--- src/rtl/cpmv_pkg.sv ---
package cpmv_pkg;

  localparam int unsigned DATA_W  = 32;
  localparam int unsigned PC_W    = 5;
  localparam int unsigned PCNT_W  = 5;
  localparam int unsigned VOL_W   = 7;
  localparam int unsigned LASTV_W = 8;
  localparam int unsigned ADDR_W  = 4;

  localparam logic [7:0] MIDI_SYNC     = 8'h88;
  localparam logic [7:0] MIDI_CC       = 8'hB0;
  localparam logic [7:0] MIDI_CTRL_VOL = 8'h07;

  localparam logic [1:0] REG_TICKS_PER_US = 2'd0;
  localparam logic [1:0] REG_VOLUME_SCALE = 2'd1;
  localparam logic [1:0] REG_VOLUME_MAX   = 2'd2;

  typedef enum logic [3:0] {
    ACT_NOP      = 4'd0,
    ACT_ACCEPT   = 4'd1,
    ACT_DIV_PER  = 4'd2,
    ACT_ADD_SUM  = 4'd3,
    ACT_AVG_MUL  = 4'd4,
    ACT_DIV_VOL  = 4'd5,
    ACT_CLAMP    = 4'd6,
    ACT_VMAX     = 4'd7,
    ACT_SET_LAST = 4'd8,
    ACT_EMIT     = 4'd9,
    ACT_VOL_ZERO = 4'd10
  } act_e;

  typedef enum logic [3:0] {
    C_NEVER       = 4'd0,
    C_ALWAYS      = 4'd1,
    C_NOT_FIRE    = 4'd2,
    C_MODE        = 4'd3,
    C_DIV_BUSY    = 4'd4,
    C_PCNT_LT_WIN = 4'd5,
    C_AVG_ZERO    = 4'd6,
    C_VOL_EQ_LAST = 4'd7,
    C_OUT_FULL    = 4'd8,
    C_LAST_ZERO   = 4'd9
  } cond_e;

  typedef enum logic [2:0] {
    BYTE_SYNC0 = 3'd0,
    BYTE_SYNC1 = 3'd1,
    BYTE_CC    = 3'd2,
    BYTE_CTRL  = 3'd3,
    BYTE_VALUE = 3'd4
  } byte_sel_e;

  typedef struct packed {
    act_e              act;
    cond_e             cond;
    logic [PC_W-1:0]   target;
    byte_sel_e         sel;
  } uword_t;

  typedef struct packed {
    act_e      act;
    byte_sel_e sel;
  } ctrl_t;

  typedef struct packed {
    logic in_fire;
    logic mode;
    logic div_busy;
    logic pcnt_lt_win;
    logic avg_zero;
    logic vol_eq_last;
    logic out_full;
    logic last_zero;
  } status_t;

endpackage

--- src/rtl/cpmv_div.sv ---
module cpmv_div #(
  parameter int unsigned WIDTH = 32
) (
  input  logic             clk_i,
  input  logic             rst_ni,
  input  logic             start_i,
  input  logic [WIDTH-1:0] dividend_i,
  input  logic [WIDTH-1:0] divisor_i,
  output logic             busy_o,
  output logic [WIDTH-1:0] quot_o
);

  localparam int unsigned CNT_W = (WIDTH > 1) ? $clog2(WIDTH) : 1;

  logic [WIDTH-1:0] rem_q, quo_q, dvs_q;
  logic [CNT_W-1:0] cnt_q;
  logic             busy_q;
  logic [WIDTH:0]   trial;

  assign trial = {rem_q, quo_q[WIDTH-1]} - {1'b0, dvs_q};

  always_ff @(posedge clk_i or negedge rst_ni) begin
    if (!rst_ni) begin
      busy_q <= 1'b0;
      cnt_q  <= '0;
    end else if (start_i) begin
      busy_q <= 1'b1;
      cnt_q  <= '0;
    end else if (busy_q) begin
      cnt_q <= cnt_q + 1'b1;
      if (cnt_q == CNT_W'(WIDTH - 1)) begin
        busy_q <= 1'b0;
      end
    end
  end

  always_ff @(posedge clk_i) begin
    if (start_i) begin
      rem_q <= '0;
      quo_q <= dividend_i;
      dvs_q <= divisor_i;
    end else if (busy_q) begin
      if (!trial[WIDTH]) begin
        rem_q <= trial[WIDTH-1:0];
        quo_q <= {quo_q[WIDTH-2:0], 1'b1};
      end else begin
        rem_q <= {rem_q[WIDTH-2:0], quo_q[WIDTH-1]};
        quo_q <= {quo_q[WIDTH-2:0], 1'b0};
      end
    end
  end

  assign busy_o = busy_q;
  assign quot_o = quo_q;

endmodule

--- src/rtl/cpmv_ctrl.sv ---
module cpmv_ctrl (
  input  logic              clk_i,
  input  logic              rst_ni,
  input  cpmv_pkg::status_t status_i,
  output cpmv_pkg::ctrl_t   ctrl_o
);

  localparam int unsigned PC_W = cpmv_pkg::PC_W;

  function automatic cpmv_pkg::uword_t rom(input logic [PC_W-1:0] pc);
    cpmv_pkg::uword_t w;
    w = '{act: cpmv_pkg::ACT_NOP, cond: cpmv_pkg::C_ALWAYS, target: '0,
          sel: cpmv_pkg::BYTE_SYNC0};
    case (pc)
      5'd0:  begin w.act = cpmv_pkg::ACT_ACCEPT; w.cond = cpmv_pkg::C_NOT_FIRE; end
      5'd1:  begin w.cond = cpmv_pkg::C_MODE; w.target = 5'd19; end
      5'd2:  begin w.act = cpmv_pkg::ACT_DIV_PER; w.cond = cpmv_pkg::C_NEVER; end
      5'd3:  begin w.cond = cpmv_pkg::C_DIV_BUSY; w.target = 5'd3; end
      5'd4:  begin w.act = cpmv_pkg::ACT_ADD_SUM; w.cond = cpmv_pkg::C_NEVER; end
      5'd5:  begin w.cond = cpmv_pkg::C_PCNT_LT_WIN; end
      5'd6:  begin w.act = cpmv_pkg::ACT_AVG_MUL; w.cond = cpmv_pkg::C_NEVER; end
      5'd7:  begin w.cond = cpmv_pkg::C_AVG_ZERO; w.target = 5'd11; end
      5'd8:  begin w.act = cpmv_pkg::ACT_DIV_VOL; w.cond = cpmv_pkg::C_NEVER; end
      5'd9:  begin w.cond = cpmv_pkg::C_DIV_BUSY; w.target = 5'd9; end
      5'd10: begin w.act = cpmv_pkg::ACT_CLAMP; w.target = 5'd12; end
      5'd11: begin w.act = cpmv_pkg::ACT_VMAX; w.cond = cpmv_pkg::C_NEVER; end
      5'd12: begin w.act = cpmv_pkg::ACT_SET_LAST; w.cond = cpmv_pkg::C_VOL_EQ_LAST; end
      5'd13: begin
        w.act = cpmv_pkg::ACT_EMIT; w.cond = cpmv_pkg::C_OUT_FULL;
        w.target = 5'd13; w.sel = cpmv_pkg::BYTE_SYNC0;
      end
      5'd14: begin
        w.act = cpmv_pkg::ACT_EMIT; w.cond = cpmv_pkg::C_OUT_FULL;
        w.target = 5'd14; w.sel = cpmv_pkg::BYTE_SYNC1;
      end
      5'd15: begin
        w.act = cpmv_pkg::ACT_EMIT; w.cond = cpmv_pkg::C_OUT_FULL;
        w.target = 5'd15; w.sel = cpmv_pkg::BYTE_CC;
      end
      5'd16: begin
        w.act = cpmv_pkg::ACT_EMIT; w.cond = cpmv_pkg::C_OUT_FULL;
        w.target = 5'd16; w.sel = cpmv_pkg::BYTE_CTRL;
      end
      5'd17: begin
        w.act = cpmv_pkg::ACT_EMIT; w.cond = cpmv_pkg::C_OUT_FULL;
        w.target = 5'd17; w.sel = cpmv_pkg::BYTE_VALUE;
      end
      5'd18: begin w.cond = cpmv_pkg::C_ALWAYS; end
      5'd19: begin w.cond = cpmv_pkg::C_LAST_ZERO; end
      5'd20: begin w.act = cpmv_pkg::ACT_VOL_ZERO; w.target = 5'd13; end
      default: begin w.cond = cpmv_pkg::C_ALWAYS; end
    endcase
    return w;
  endfunction

  logic [PC_W-1:0]  pc_q, pc_d;
  cpmv_pkg::uword_t word;
  logic             take;

  assign word = rom(pc_q);

  always_comb begin
    case (word.cond)
      cpmv_pkg::C_NEVER:       take = 1'b0;
      cpmv_pkg::C_ALWAYS:      take = 1'b1;
      cpmv_pkg::C_NOT_FIRE:    take = !status_i.in_fire;
      cpmv_pkg::C_MODE:        take = status_i.mode;
      cpmv_pkg::C_DIV_BUSY:    take = status_i.div_busy;
      cpmv_pkg::C_PCNT_LT_WIN: take = status_i.pcnt_lt_win;
      cpmv_pkg::C_AVG_ZERO:    take = status_i.avg_zero;
      cpmv_pkg::C_VOL_EQ_LAST: take = status_i.vol_eq_last;
      cpmv_pkg::C_OUT_FULL:    take = status_i.out_full;
      cpmv_pkg::C_LAST_ZERO:   take = status_i.last_zero;
      default:                 take = 1'b1;
    endcase
    pc_d = take ? word.target : pc_q + 1'b1;
  end

  always_ff @(posedge clk_i or negedge rst_ni) begin
    if (!rst_ni) begin
      pc_q <= '0;
    end else begin
      pc_q <= pc_d;
    end
  end

  assign ctrl_o = '{act: word.act, sel: word.sel};

endmodule

--- src/rtl/capture_period_to_midi_volume.sv ---
// Channel      Direction  Handshake                Payload
// s_axis       in         tvalid/tready            tdata: capture_count; tuser: mode
// m_axis       out        tvalid/tready            tdata: midi_byte; tlast: last_byte
// apb          in         psel/penable/pready      ticks_per_us, volume_scale, volume_max
//
// An edge word that does not close a window runs the 32-step serial divider for
// its period. One that closes a window runs it again for the volume, after the
// average, which is a multiply by a constant reciprocal; a zero average skips that
// division. A message follows when the volume changes, and a timeout may send one
// too. Input is taken only at the fetch step; a stalled output holds the emit
// step. Reset is asynchronous and active low and restores the register defaults.
module capture_period_to_midi_volume #(
  parameter int unsigned WINDOW = 10
) (
  input  logic        clk_i,
  input  logic        rst_ni,
  input  logic        s_axis_tvalid_i,
  output logic        s_axis_tready_o,
  input  logic [31:0] s_axis_tdata_i,   // [31:0] capture_count
  input  logic        s_axis_tuser_i,   // [0] mode
  output logic        m_axis_tvalid_o,
  input  logic        m_axis_tready_i,
  output logic [7:0]  m_axis_tdata_o,   // [7:0] midi_byte
  output logic        m_axis_tlast_o,
  input  logic        psel,
  input  logic        penable,
  input  logic        pwrite,
  input  logic [3:0]  paddr,
  input  logic [31:0] pwdata,
  output logic [31:0] prdata,
  output logic        pready
);

  localparam int unsigned DW  = cpmv_pkg::DATA_W;
  localparam int unsigned PW  = cpmv_pkg::PCNT_W;
  localparam int unsigned VW  = cpmv_pkg::VOL_W;
  localparam int unsigned LW  = cpmv_pkg::LASTV_W;

  // The average is floor(sum * AVG_MUL / 2^(DW + AVG_SH)), exact for every sum.
  localparam int unsigned AVG_SH = $clog2(WINDOW);
  localparam logic [DW:0] AVG_MUL =
    (DW+1)'(((64'd1 << (DW + AVG_SH)) / 64'(WINDOW)) + 64'd1);

  logic [7:0]    tpu_q;
  logic [23:0]   scale_q;
  logic [VW-1:0] vmax_q;

  logic [DW-1:0] count_q, prev_q, sum_q, avg_q;
  logic          mode_q;
  logic [PW-1:0] pcnt_q;
  logic [VW-1:0] vol_q;
  logic [LW-1:0] last_q;

  logic          m_valid_q, m_last_q;
  logic [7:0]    m_data_q;

  cpmv_pkg::ctrl_t   ctrl;
  cpmv_pkg::status_t status;

  logic          div_start, div_busy;
  logic [DW-1:0] dividend, divisor, quot;
  logic [2*DW:0] avg_prod;
  logic          in_fire, out_full, wr_en, emit;
  logic [7:0]    emit_byte;

  assign pready   = 1'b1;
  assign wr_en    = psel && penable && pwrite;
  assign in_fire  = s_axis_tvalid_i && s_axis_tready_o;
  assign out_full = m_valid_q && !m_axis_tready_i;
  assign emit     = (ctrl.act == cpmv_pkg::ACT_EMIT) && !out_full;

  assign s_axis_tready_o = (ctrl.act == cpmv_pkg::ACT_ACCEPT);

  always_comb begin
    case (paddr[3:2])
      cpmv_pkg::REG_TICKS_PER_US: prdata = {24'd0, tpu_q};
      cpmv_pkg::REG_VOLUME_SCALE: prdata = {8'd0, scale_q};
      cpmv_pkg::REG_VOLUME_MAX:   prdata = {25'd0, vmax_q};
      default:                    prdata = '0;
    endcase
  end

  always_ff @(posedge clk_i or negedge rst_ni) begin
    if (!rst_ni) begin
      tpu_q   <= 8'd80;
      scale_q <= 24'd300000;
      vmax_q  <= 7'd125;
    end else if (wr_en) begin
      case (paddr[3:2])
        cpmv_pkg::REG_TICKS_PER_US: tpu_q   <= pwdata[7:0];
        cpmv_pkg::REG_VOLUME_SCALE: scale_q <= pwdata[23:0];
        cpmv_pkg::REG_VOLUME_MAX:   vmax_q  <= pwdata[VW-1:0];
        default: ;
      endcase
    end
  end

  assign avg_prod = {{(DW+1){1'b0}}, sum_q} * {{DW{1'b0}}, AVG_MUL};

  always_comb begin
    div_start = 1'b0;
    dividend  = count_q - prev_q;
    divisor   = (tpu_q == 8'd0) ? DW'(1) : {24'd0, tpu_q};
    case (ctrl.act)
      cpmv_pkg::ACT_DIV_PER: div_start = 1'b1;
      cpmv_pkg::ACT_DIV_VOL: begin
        div_start = 1'b1;
        dividend  = {8'd0, scale_q};
        divisor   = avg_q;
      end
      default: ;
    endcase
  end

  cpmv_div #(.WIDTH(DW)) u_div (
    .clk_i      (clk_i),
    .rst_ni     (rst_ni),
    .start_i    (div_start),
    .dividend_i (dividend),
    .divisor_i  (divisor),
    .busy_o     (div_busy),
    .quot_o     (quot)
  );

  always_comb begin
    status.in_fire     = in_fire;
    status.mode        = mode_q;
    status.div_busy    = div_busy;
    status.pcnt_lt_win = pcnt_q < PW'(WINDOW);
    status.avg_zero    = (avg_q == '0);
    status.vol_eq_last = ({1'b0, vol_q} == last_q);
    status.out_full    = out_full;
    status.last_zero   = (last_q == '0);
  end

  cpmv_ctrl u_ctrl (
    .clk_i    (clk_i),
    .rst_ni   (rst_ni),
    .status_i (status),
    .ctrl_o   (ctrl)
  );

  always_ff @(posedge clk_i) begin
    if (in_fire) begin
      count_q <= s_axis_tdata_i;
      mode_q  <= s_axis_tuser_i;
    end
    case (ctrl.act)
      cpmv_pkg::ACT_AVG_MUL:  avg_q <= DW'(avg_prod >> (DW + AVG_SH));
      cpmv_pkg::ACT_CLAMP:
        vol_q <= (quot > {25'd0, vmax_q}) ? vmax_q : quot[VW-1:0];
      cpmv_pkg::ACT_VMAX:     vol_q <= vmax_q;
      cpmv_pkg::ACT_VOL_ZERO: vol_q <= '0;
      default: ;
    endcase
  end

  always_ff @(posedge clk_i or negedge rst_ni) begin
    if (!rst_ni) begin
      prev_q <= '0;
      sum_q  <= '0;
      pcnt_q <= '0;
      last_q <= LW'(1);
    end else begin
      case (ctrl.act)
        cpmv_pkg::ACT_DIV_PER: prev_q <= count_q;
        cpmv_pkg::ACT_ADD_SUM: begin
          sum_q  <= sum_q + quot;
          pcnt_q <= pcnt_q + 1'b1;
        end
        cpmv_pkg::ACT_AVG_MUL: begin
          sum_q  <= '0;
          pcnt_q <= '0;
        end
        cpmv_pkg::ACT_SET_LAST: last_q <= {1'b0, vol_q};
        cpmv_pkg::ACT_VOL_ZERO: last_q <= '0;
        default: ;
      endcase
    end
  end

  always_comb begin
    case (ctrl.sel)
      cpmv_pkg::BYTE_SYNC0: emit_byte = cpmv_pkg::MIDI_SYNC;
      cpmv_pkg::BYTE_SYNC1: emit_byte = cpmv_pkg::MIDI_SYNC;
      cpmv_pkg::BYTE_CC:    emit_byte = cpmv_pkg::MIDI_CC;
      cpmv_pkg::BYTE_CTRL:  emit_byte = cpmv_pkg::MIDI_CTRL_VOL;
      cpmv_pkg::BYTE_VALUE: emit_byte = {1'b0, vol_q};
      default:              emit_byte = '0;
    endcase
  end

  always_ff @(posedge clk_i or negedge rst_ni) begin
    if (!rst_ni) begin
      m_valid_q <= 1'b0;
    end else if (emit) begin
      m_valid_q <= 1'b1;
    end else if (m_axis_tready_i) begin
      m_valid_q <= 1'b0;
    end
  end

  always_ff @(posedge clk_i) begin
    if (emit) begin
      m_data_q <= emit_byte;
      m_last_q <= (ctrl.sel == cpmv_pkg::BYTE_VALUE);
    end
  end

  assign m_axis_tvalid_o = m_valid_q;
  assign m_axis_tdata_o  = m_data_q;
  assign m_axis_tlast_o  = m_last_q;

endmodule
--- config.mk ---
export PLATFORM = sky130hd
export DESIGN_NAME = capture_period_to_midi_volume
export DESIGN_NICKNAME = d
export VERILOG_FILES = /design/src/rtl/cpmv_pkg.sv /design/src/rtl/cpmv_div.sv /design/src/rtl/cpmv_ctrl.sv /design/src/rtl/capture_period_to_midi_volume.sv
export SDC_FILE = /design/constraint.sdc
export NUM_CORES = 2
export LEC_CHECK = 0
export BUFFER_PORTS_ARGS = -buffer_cell sky130_fd_sc_hd__buf_2
export CORE_ASPECT_RATIO = 1.25
export CORE_MARGIN = 5
export CORE_UTILIZATION = 54
export CTS_CLUSTER_SIZE = 25
export DETAILED_ROUTE_END_ITERATION = 12
export PLACE_DENSITY = 0.71
export SLEW_MARGIN = 30
export SYNTH_ARGS = -nofsm -noshare
export SYNTH_HDL_FRONTEND = slang
export SYNTH_SLANG_ARGS = --single-unit
export TNS_END_PERCENT = 30
--- constraint.sdc ---
create_clock -name clk_i -period 10.6 [get_ports clk_i]
set_input_delay 1.06 -clock clk_i [delete_from_list [all_inputs] [get_ports clk_i]]
set_output_delay 1.06 -clock clk_i [all_outputs]
set_load 0.05 [all_outputs]
# After elaboration in Yosys (flattened, before gate mapping)
# Index checks and enable logic that the tools add are counted.
# word_totals
reg_bits	302
output_inout_bits	44
input_bits	76
# op_classes
eq_ne	45
reduce_logical	29
add_sub_neg	6
mul	1
n_mux	28
magnitude_cmp	2
# ops
operator	count
$mux 32	4
$pmux 24 s3	1
$mul 32x32->64 const B	1
$pmux 32 s2	1
$pmux 5 s10	1
$eq 5x4->1 const B	8
$pmux 4 s10	1
$pmux 4 s9	1
$sub 33x32->33	1
$add 32x32->32	1
$eq 4x3->1 const B	8
$gt 32x7->1	1
$logic_not 32->1	1
$pmux 8 s4	1
$sub 32x32->32	1
$mux 29	1
$eq 5x5->1 const B	5
$pmux 7 s3	1
$eq 4x4->1 const B	5
$eq 5x3->1 const B	4
$eq 4x2->1 const B	4
$logic_not 8->1	2
$pmux 8 s2	1
$add 5x1->5 const B	3
other kinds (28)	53

# Depth between registers and ports, before layout
# logic_depth
ltp_word	8
depth_mapped	27
depth_no_buf	27

# Cells and area by module
# From an unflattened synthesis, not the netlist that was laid out.
# hier_totals
cells_unflattened	3604
hier_area_um2	35226.3
# by_module_without_submodules
module	cells_each	area_each_um2	n_inst	seq_area_each_um2
capture_period_to_midi_volume	2881	28174.5	1	5266.3
cpmv_div	620	6165.9	1	2712.6
cpmv_ctrl	103	885.8	1	125.1

# Least setup slack after synthesis
# Ideal clock, no wire load.
# synth_path
path_type	flip-flop to flip-flop
startpoint	reg sum_q[18]
endpoint	reg avg_q[25], data pin
t_arrival_ns	6.964
path_stages_with_launch	27
synth_period_minus_slack_ns	7.229
slack_ns	3.371
n_path_buf	0
path_cell_list	dfrtp_1 > ha_1 > inv_1 > fa_1 > inv_1 > fa_1 > inv_1 > fa_1 > inv_1 > fa_1 > fa_1 > fa_1 > inv_1 > fa_1 > inv_1 > ha_1 > a21o_1 > a21o_1 > a211oi_1 > o21ai_0 > o21ai_0 > a21oi_1 > o41ai_2 > o31ai_1 > a211oi_1 > o21ai_0 > xor2_1
# synth_between
elab_chain_len	1
# synth_rtl
item	line	text
from (decl)	capture_period_to_midi_volume.sv:48	logic [DW-1:0] count_q, prev_q, sum_q, avg_q;
from (signal assigned)	capture_period_to_midi_volume.sv:168	sum_q <= sum_q + quot;
$mul 32x32->64	capture_period_to_midi_volume.sv:98	assign avg_prod = {{(DW+1){1'b0}}, sum_q} * {{DW{1'b0}}, AVG_MUL};
net avg_prod[61]	capture_period_to_midi_volume.sv:62	logic [2*DW:0] avg_prod;
to (signal assigned)	capture_period_to_midi_volume.sv:149	cpmv_pkg::ACT_AVG_MUL: avg_q <= DW'(avg_prod >> (DW + AVG_SH));
to (decl)	capture_period_to_midi_volume.sv:48	
# The timed path passes the listed nets, and every way through them passes these cells.
# A chain may end at the register's enable or synchronous reset.

# Worst setup path in the final report
# layout_path
startpoint	reg sum_q[17]
endpoint	reg avg_q[25], data pin
# The elaborated chain is that of the path after synthesis.

==> impl_metrics.toml <==
[placed_design]
gp_congestion = 0.944
postPlaceCellArea_sq_um = 34900
dp_hpwl_um = 68400
dpl.cell_count = 4212
portBuffers = 100

[logic_synthesis]
synth_cell_types = 78
synth-edff-count = 139
synthFlopType = "edfxtp_1"
synthTopCellsByArea = "fa_1, ha_1, edfxtp_1"
synth.avg_cell_area_sq_um = 10.0
netlist_area_sq_um = 33500
syn-instance-count = 3350
synth_warnings = 0
synth_seq_cells = 298
post-synth-top-area-fraction_pct = 23.2
synth_top_area_cell = "fa_1"
async_flop_share_pct = 42.6
ys_seq_area_share_pct = 23.9

[die]
start_util_pct = 54.3
dieHeight_um = 289
die_width_um = 233
fp.dieArea_sq_um = 67200
ios = 120
rows = 102
core_sq_um = 61800

[min_path]
hold_class = "primary input to async pin"

[cts]
tritoncts.num_buffers = 30
htreeDepth = 1
clkTransAtPathRegs_ns = 0.07
cts_resized = 0
cts_tree = "yes"
post_cts_buffers = 0
cts-root-buf = "clkbuf_16"
cts.sinks = 298
insertion_delay_ns = 0.58
ctsHoldBuffers = 0
cts_buffer_depth = 3

[timing]
drv_slew = 0
clock_skew_ns = 0.0156
post-route-min-period_ns = 9.13
clock.fmax_ghz = 0.110
finalHoldViolCount = 0
setup_violations = 0
final.setup.tns_ns = 0
finalCritPeriodShare_pct = 86.1
tightest_slew_ns = 0.950
grt_setup_unrepaired = "no"
relSlewSlack_pct = 36.1

[layout]
drive_above_1_share_pct = 7.60
utilization_pct = 58.0
fin_area_sq_um = 35900
layout.cells.non_filler = 4268
num_antenna_cells = 0
finalNetCount = 4329
area_growth_pct = 6.97

[global_route]
track_usage_pct = 24.5
grt_pass1_wl_um = 130000
antenna_found_initial = 0
grt_pass1_vias = 24100
grt_overflow = 0
grt_start_max_net_pins = 71

[drt]
ant_nets = 0
dr.pass1.iters = 6
via_count = 23800
first_iter_violations = 1497
avgRoutedWirePerCell_um = 19.2
vias_per_cell = 5.57
drc_errors = 0
totalWireLength_um = 81800

[critical_path]
cp.arrival_ns = 9.45
crit_required_ns = 10.92
r2r_setup_slack_ns = 1.47
crit_path_end_kind = "register"
path_max_fanout = 7
start_kind = "register"
critPathKind = "register to register"

[run]
cap_violations = 0

[status]
status = "finished, final reports clean"
==> synthesized netlist by cell type, types with 52 or more instances <==
| cell | n |
|---|---|
| a21o_1 | 103 |
| a21oi_1 | 165 |
| and2_1 | 52 |
| clkbuf_1 | 68 |
| dfrtp_1 | 110 |
| edfxtp_1 | 139 |
| fa_1 | 389 |
| ha_1 | 452 |
| inv_1 | 632 |
| nand2_1 | 184 |
| nand3_1 | 61 |
| nor2_1 | 121 |
| o21ai_0 | 187 |
| xnor2_1 | 86 |
| xor2_1 | 80 |
==> cells in the final DEF, fill, tap and decap left out, types with 16 or more instances in the layout <==
master / instances
inv_1: 630
ha_1: 452
fa_1: 389
o21ai_0: 187
nand2_1: 183
a21oi_1: 165
edfxtp_1: 139
nor2_1: 120
dfrtp_1: 109
a21o_1: 103
buf_2: 99
xnor2_1: 86
xor2_1: 80
nand3_1: 61
and2_1: 52
mux2_2: 50
mux2i_1: 37
dfxtp_1: 32
clkbuf_16: 31
nand4_1: 30
o21a_1: 28
nand2b_1: 25
nor3_1: 25
nor2b_1: 19
a211oi_1: 18
nor4_1: 18
dfstp_2: 17
a22oi_1: 16
==> stage by stage <==
step	setup WS [ns]	hold slack, ns
floorplan	3.37	0.454
CTS	1.49	0.446
global route	1.14	0.493
detailed placement	1.64	0.482
finish	1.47	0.457
global placement	1.72	0.470
==> cell type report <==
class	instances	area, sq um
Clock buffer	44	865
Clock inverter	12	100
Fill cell	5389	25900
Inverter	632	2370
Multi-Input combinational cell	2334	22800
Sequential cell	298	8020
Tap cell	832	1040
Timing Repair Buffer	116	631
==> registers in the layout (all words and copies together), names as in the netlist, 8 cells and up <==
signal,count
avg_q,29
count_q,32
m_axis_tdata_o,8
prev_q,32
scale_q,24
sum_q,32
tpu_q,8
u_div.dvs_q,29
u_div.quot_o,32
u_div.rem_q,32
==> layer usage <==
| metal | share of wire [%] | up-vias | GRT usage, % |
|---|---|---|---|
| li1 | - | 11300 | - |
| met1 | 42 | 11700 | 32.5 |
| met2 | 49 | 599 | 41.4 |
| met3 | 4.7 | 186 | 3.17 |
| met4 | 4.8 | 0 | 9.28 |
| met5 | 0 | - | 0 |
==> cell families (layout without fill, tap and decap cells) <==
group / count (synthesis) / count (layout) / share of synthesized area [%]
AOI/OAI and AO/OA: 637 / 637 / 11.9
xor gates and xnor gates: 166 / 166 / 4.34
adders and majority gates: 841 / 841 / 40.1
buffers and inverters: 725 / 804 / 8.25
DFF: 298 / 298 / 23.9
muxes: 87 / 87 / 2.78
other: 2 / 9 / 0.0224
and+or+nand+nor: 594 / 594 / 8.69
==> critical path: stages (launching register included) <==
cell and delay, ns:
dfrtp_1 0.67, ha_1 0.47, inv_1 0.19, fa_1 0.57, inv_1 0.05, fa_1 0.49, inv_1 0.05, fa_1 0.49
inv_1 0.05, fa_1 0.58, fa_1 0.45, fa_1 0.55, inv_1 0.07, fa_1 0.48, inv_1 0.04, ha_1 0.31
and3_1 0.20, and4_1 0.24, a21oi_1 0.15, o21ai_0 0.34, o21ai_0 0.57, a21oi_1 0.19, o41ai_2 0.49, o31ai_1 0.24
a211oi_1 0.40, o21ai_0 0.15, xor2_1 0.38
==> worst paths after layout <==
check | endpoint | cells past startpoint | startpoint
setup / recovery | avg_q[25] | 26 | sum_q[17]
hold / removal | m_axis_tvalid_o | 1 | rst_ni
setup reg to reg | avg_q[25] | 26 | sum_q[17]
hold reg to reg | prev_q[31] | 2 | count_q[31]
max in group asynchronous | prev_q[30] | 2 | rst_ni
min in group clk_i | prev_q[31] | 2 | count_q[31]
Power is not shown: default switching activity piles up to over one toggle a cycle in this logic, so the estimate is an artifact.
